$ cat src/design/hcbp_pkg.sv
// Types and constants for the Huffman code bit packer.
`timescale 1ns / 1ps

package hcbp_pkg;

	localparam int MAX_CODE_LEN = 32;
	localparam int WORD_W       = 32;
	localparam int LEN_W        = 6;
	localparam int SYM_W        = 8;
	localparam int KIND_W       = 2;
	localparam int BYTE_W       = 8;
	localparam int TBL_DEPTH    = 1 << SYM_W;
	localparam int ACC_W        = WORD_W + BYTE_W;
	localparam int CNT_W        = 6;
	localparam int FILL_W       = 3;
	localparam int IN_DATA_W    = 48;

	localparam int CAP_LEN = (MAX_CODE_LEN < WORD_W) ? MAX_CODE_LEN : WORD_W;
	localparam logic [LEN_W-1:0] CAP_LEN_L = LEN_W'(CAP_LEN);

	typedef enum logic [KIND_W-1:0] {
		KIND_LOAD   = 2'd0,
		KIND_ENCODE = 2'd1,
		KIND_FLUSH  = 2'd2
	} hcbp_kind_t;

	typedef enum logic [1:0] {
		ST_IDLE,
		ST_LOOKUP,
		ST_DRAIN
	} hcbp_state_t;

	typedef struct packed {
		logic [WORD_W-1:0] word;
		logic [LEN_W-1:0]  len;
	} hcbp_entry_t;

	typedef struct packed {
		logic load_code;
		logic flush;
		logic drain;
	} hcbp_ctrl_t;

	typedef struct packed {
		logic sum_ge8;
		logic has_bits;
		logic emit;
		logic emit_last;
	} hcbp_stat_t;

endpackage

$ cat src/design/hcbp_packer.sv
// Bit accumulator, byte extraction and output register.
`timescale 1ns / 1ps

module hcbp_packer (
	input  logic                              clk,
	input  logic                              arst_n,
	input  hcbp_pkg::hcbp_ctrl_t              ctrl,
	input  hcbp_pkg::hcbp_entry_t             entry,
	input  logic                              out_ready,
	output logic                              out_valid,
	output logic [hcbp_pkg::BYTE_W-1:0]       out_byte,
	output logic                              out_last,
	output hcbp_pkg::hcbp_stat_t              stat
);

	localparam int ACC_W  = hcbp_pkg::ACC_W;
	localparam int CNT_W  = hcbp_pkg::CNT_W;
	localparam int BYTE_W = hcbp_pkg::BYTE_W;
	localparam int WORD_W = hcbp_pkg::WORD_W;
	localparam int LEN_W  = hcbp_pkg::LEN_W;

	// acc_q is left-aligned: the oldest pending bit sits in the top position
	logic [ACC_W-1:0]  acc_q;
	logic [CNT_W-1:0]  cnt_q;
	logic              valid_q;
	logic [BYTE_W-1:0] byte_q;
	logic              last_q;

	logic [WORD_W-1:0] aligned;
	logic [ACC_W-1:0]  merged;
	logic [CNT_W-1:0]  sum;
	logic              emit;

	always_comb begin
		aligned = entry.word << (LEN_W'(WORD_W) - entry.len);
		merged  = {acc_q[ACC_W-1 -: BYTE_W], {WORD_W{1'b0}}}
			| ({aligned, {BYTE_W{1'b0}}} >> cnt_q[hcbp_pkg::FILL_W-1:0]);
		sum     = cnt_q + CNT_W'(entry.len);
		emit    = ctrl.drain && (cnt_q >= CNT_W'(BYTE_W)) && (!valid_q || out_ready);
	end

	always_ff @(posedge clk or negedge arst_n) begin
		if (!arst_n) begin
			acc_q   <= '0;
			cnt_q   <= '0;
			valid_q <= 1'b0;
		end else begin
			if (ctrl.load_code) begin
				acc_q <= merged;
				cnt_q <= sum;
			end else if (ctrl.flush) begin
				// pad a partial byte out to a whole one; low bits are already zero
				if (cnt_q != '0) begin
					cnt_q <= CNT_W'(BYTE_W);
				end
			end else if (emit) begin
				acc_q <= acc_q << BYTE_W;
				cnt_q <= cnt_q - CNT_W'(BYTE_W);
			end

			if (emit) begin
				valid_q <= 1'b1;
			end else if (out_ready) begin
				valid_q <= 1'b0;
			end
		end
	end

	always_ff @(posedge clk) begin
		if (emit) begin
			byte_q <= acc_q[ACC_W-1 -: BYTE_W];
			last_q <= cnt_q < CNT_W'(2 * BYTE_W);
		end
	end

	assign out_valid      = valid_q;
	assign out_byte       = byte_q;
	assign out_last       = last_q;
	assign stat.sum_ge8   = sum >= CNT_W'(BYTE_W);
	assign stat.has_bits  = cnt_q != '0;
	assign stat.emit      = emit;
	assign stat.emit_last = cnt_q < CNT_W'(2 * BYTE_W);

endmodule

$ cat config.mk
export PLATFORM = sky130hd
export DESIGN_NAME = hcbp_packer
export DESIGN_NICKNAME = d
export VERILOG_FILES = /design/src/design/hcbp_pkg.sv /design/src/design/hcbp_packer.sv
export SDC_FILE = /design/constraint.sdc
export NUM_CORES = 1
export LEC_CHECK = 0
export ABC_AREA = 1
export BUFFER_PORTS_ARGS = -buffer_cell sky130_fd_sc_hd__buf_2
export CAP_MARGIN = 20
export CORE_UTILIZATION = 55
export CTS_CLUSTER_SIZE = 10
export DETAILED_ROUTE_END_ITERATION = 10
export PLACE_DENSITY_LB_ADDON = 0.12
export SETUP_SLACK_MARGIN = 0.2
export SYNTH_ARGS = -nofsm -noshare
export SYNTH_HDL_FRONTEND = slang
export SYNTH_SLANG_ARGS = --single-unit
$ cat constraint.sdc
create_clock -name clk -period 3.4 [get_ports clk]
set_clock_uncertainty 0.2 [all_clocks]
set_input_delay 0.17 -clock clk [delete_from_list [all_inputs] [get_ports clk]]
set_output_delay 0.17 -clock clk [all_outputs]
set_load 0.01 [all_outputs]
==> flow_summary.ini <==
[outcome]
status = finished, violations left
violations = hold timing

[timing]
worstMarginPinSlew_ns = 0.983
rsz0062_at_grt = no
slew_headroom_pct = 34.4
period_share_pct = 84.9
timing.fmax_mhz = 347
setup_viol = 0
finalWorstPathRequiredPeriod_ns = 2.89
drv_slew = 0
whs_ns = -0.0134
tns_ns = 0
hold_violations = 4

[worst_setup_path]
worstReg2RegStart = cnt_q[0]$_DFFE_PN0P_
cp-end-kind = flop
r2r_slack_ns = 0.51
crit_arrival_ns = 2.89
critical_path_class = reg -> reg
cp_max_fo = 35
r2r_cells = 8
timing.rr.end = acc_q[13]$_DFFE_PN0P_
cp_data_required_time_ns = 3.41
crit_path_start_kind = flop

[logic_synthesis]
syn-num-nets = 932
syn_avg_cell_area_um2 = 6.22
synth_ff_type = dfrtp_1
yosysSeqAreaShare_pct = 26.0
synth_compound_area_share_pct = 6.75
yosysWarnings = 0
synth_seq_cells = 55
netlist_instances = 879
synthMuxAreaShare_pct = 0.389
synth_simple_gate_area_share_pct = 54.0
synth_cell_types = 44
synth_fa_ha_area_share_pct = 2.20
async_flop_share_pct = 83.6
synth_edf_count = 9
synth-xor-area-share_pct = 0.801
syn_area_mm2 = 0.00547
synth_top_family_by_area = simple AND/OR/NAND/NOR gates

[floorplan]
core_area_mm2 = 0.00968
start_util_pct = 56.4
fp.dieW_um = 102
die_height_um = 102
pin_count = 58
rows = 36
die_area_mm2 = 0.0103

[placed_design]
port-buffer-count = 57
place_inst = 1019
place_congestion = 0.931
dpl_cell_area_mm2 = 0.00563
hpwlAfterDp_um = 11400

[grt]
grt_pass1_wl_um = 25200
antenna_found_initial = 0
grt_usage_pct = 30.6
grt_max_degree = 47
grt_overflow_total = 0
first_global_vias = 5419

[power_and_ir_drop]
pwr-share-comb_pct = 52.8
clockPowerShare_pct = 14.2
power_density_mw_per_mm2 = 549
p_leak_nw = 2.79
seqPwrFrac_pct = 33.0
switching_share_pct = 46.4
switching_power_mw = 1.47
ir_drop_uv = 242
internal-power_mw = 1.70

[final_layout]
antennaDiodeCount = 0
stdcell_count = 1031
nFillCells = 1008
regArea_mm2 = 0.00142
syn2layout_area_growth_pct = 5.97
drive_gt1_share_pct = 11.0
fin_nets = 950
final_cell_mix = nand3_1, nand2_1, buf_2, dfrtp_1, inv_1
mostFrequentLayoutCell = nand3_1
final_area_mm2 = 0.00579
multi_input_area_mm2 = 0.00351

[clock_network]
cts_buffer_depth = 2
numCtsBuffers = 5
clock-sinks = 55
cts_tree = done
clkSlewWorstSetupHoldPaths_ns = 0.11
cts_root_buf = clkbuf_8
postCtsSetupRepairBufs = 0
cts-htree-levels = 2
clock_latency_ns = 0.32

[run]
drv_cap = 0

[drt]
firstDrtPassIters = 5
drtIter0Drc = 474
wl_met1_um = 6800
highest_layer = met4
wl_met3_um = 754
drc_errors = 0
routedWlPerCell_um = 14.8
ant_nets = 0
route.final.wire_length_um = 15300
route.met2.wl_um = 7190
num_vias = 6080
routed_via_density = 5.90

[hold_path]
min_path_type = in -> async
==> cells by family (layout without fill, tap and decap cells) <==
family	Yosys count	in the layout
AND/OR/NAND/NOR	640	640
buffers and inverters	104	123
AO/OA/AOI/OAI	64	64
flip-flops	55	55
adder cells (fa/ha/maj)	9	9
XOR/XNOR	5	5
multiplexers	2	2
==> layer usage <==
metal  GRT usage (%)  vias to the layer above
met3            2.62                       41
met5               0                        -
met4            11.8                        0
li1                -                     3052
met1            41.6                     2768
met2            50.4                      219
==> cell usage after synthesis, drive strengths merged (3+ instances only) <==
library cell	instances	share of area [%]
nand3	327	30
nand2	258	18
dfrtp	46	21
buf	45	5.5
inv	44	3.3
nor2	31	2.4
a21oi	24	2.4
o21ai	24	2.3
nand4	17	2.1
clkbuf	13	0.89
edfxtp	9	4.9
ha	8	1.8
a31oi	4	0.46
nor3	4	0.55
o211ai	4	0.55
xor2	4	0.64
o22ai	3	0.34
==> stage by stage <==
stage / utilization (%) / setup slack [ns] / total power, mW
3_3_place_gp: 58.1 / 0.619 / 2.67
3_5_place_dp: 58.1 / 0.570 / 2.70
5_1_grt: 59.8 / 0.252 / 3.46
6_report: 59.8 / 0.515 / 3.18
4_1_cts: 59.6 / 0.547 / 3.16
2_1_floorplan: - / 1.07 / 2.31
==> state kept, by name, summed over array words and instances, names as in the netlist <==
name	cells
out_last	1
acc_q	39
out_byte	8
cnt_q	6
out_valid	1
==> repair_timing <==
item	CTS	global route
gates resized for setup	0	0
hold buffers	3	0
endpoints found under the hold margin	47	0
==> worst max-delay path: stages (launching register included) <==
cell and delay, ns:
dfrtp_1 0.39, buf_4 0.34, clkinv_1 0.82, nand4_1 0.45, nand3_1 0.14, nand3_1 0.12
nand3_1 0.13, o21ai_1 0.09, inv_1 0.06
==> power by group through the flow <==
stage,logic [mW],clock network (mW),registers [mW]
2_1_floorplan,1.26,0,1.04
3_3_place_gp,1.62,0,1.05
3_5_place_dp,1.64,0,1.06
4_1_cts,1.66,0.455,1.05
5_1_grt,1.91,0.482,1.07
6_report,1.68,0.451,1.05
==> layout make-up <==
class                           count  area share, %
Multi-Input combinational cell    720           60.5
Inverter                           46           3.24
Sequential cell                    55           24.5
Tap cell                          133           2.87
Timing Repair Buffer               69           6.83
Clock inverter                      3          0.799
Clock buffer                        5           1.19
==> how the worst max path moves through the flow <==
stage / endpoint / startpoint / cells past startpoint / slack (ns)
finish: acc_q[13]$_DFFE_PN0P_ / cnt_q[0]$_DFFE_PN0P_ / 8 / 0.51
global route: acc_q[13]$_DFFE_PN0P_ / cnt_q[0]$_DFFE_PN0P_ / 8 / 0.25
CTS: acc_q[14]$_DFFE_PN0P_ / cnt_q[0]$_DFFE_PN0P_ / 8 / 0.55
detailed placement: acc_q[14]$_DFFE_PN0P_ / cnt_q[0]$_DFFE_PN0P_ / 8 / 0.57
global placement: acc_q[14]$_DFFE_PN0P_ / cnt_q[0]$_DFFE_PN0P_ / 8 / 0.62
floorplan: acc_q[32]$_DFFE_PN0P_ / entry[0] / 17 / 1.07
Note: power is estimated with default switching activity, not from simulation.
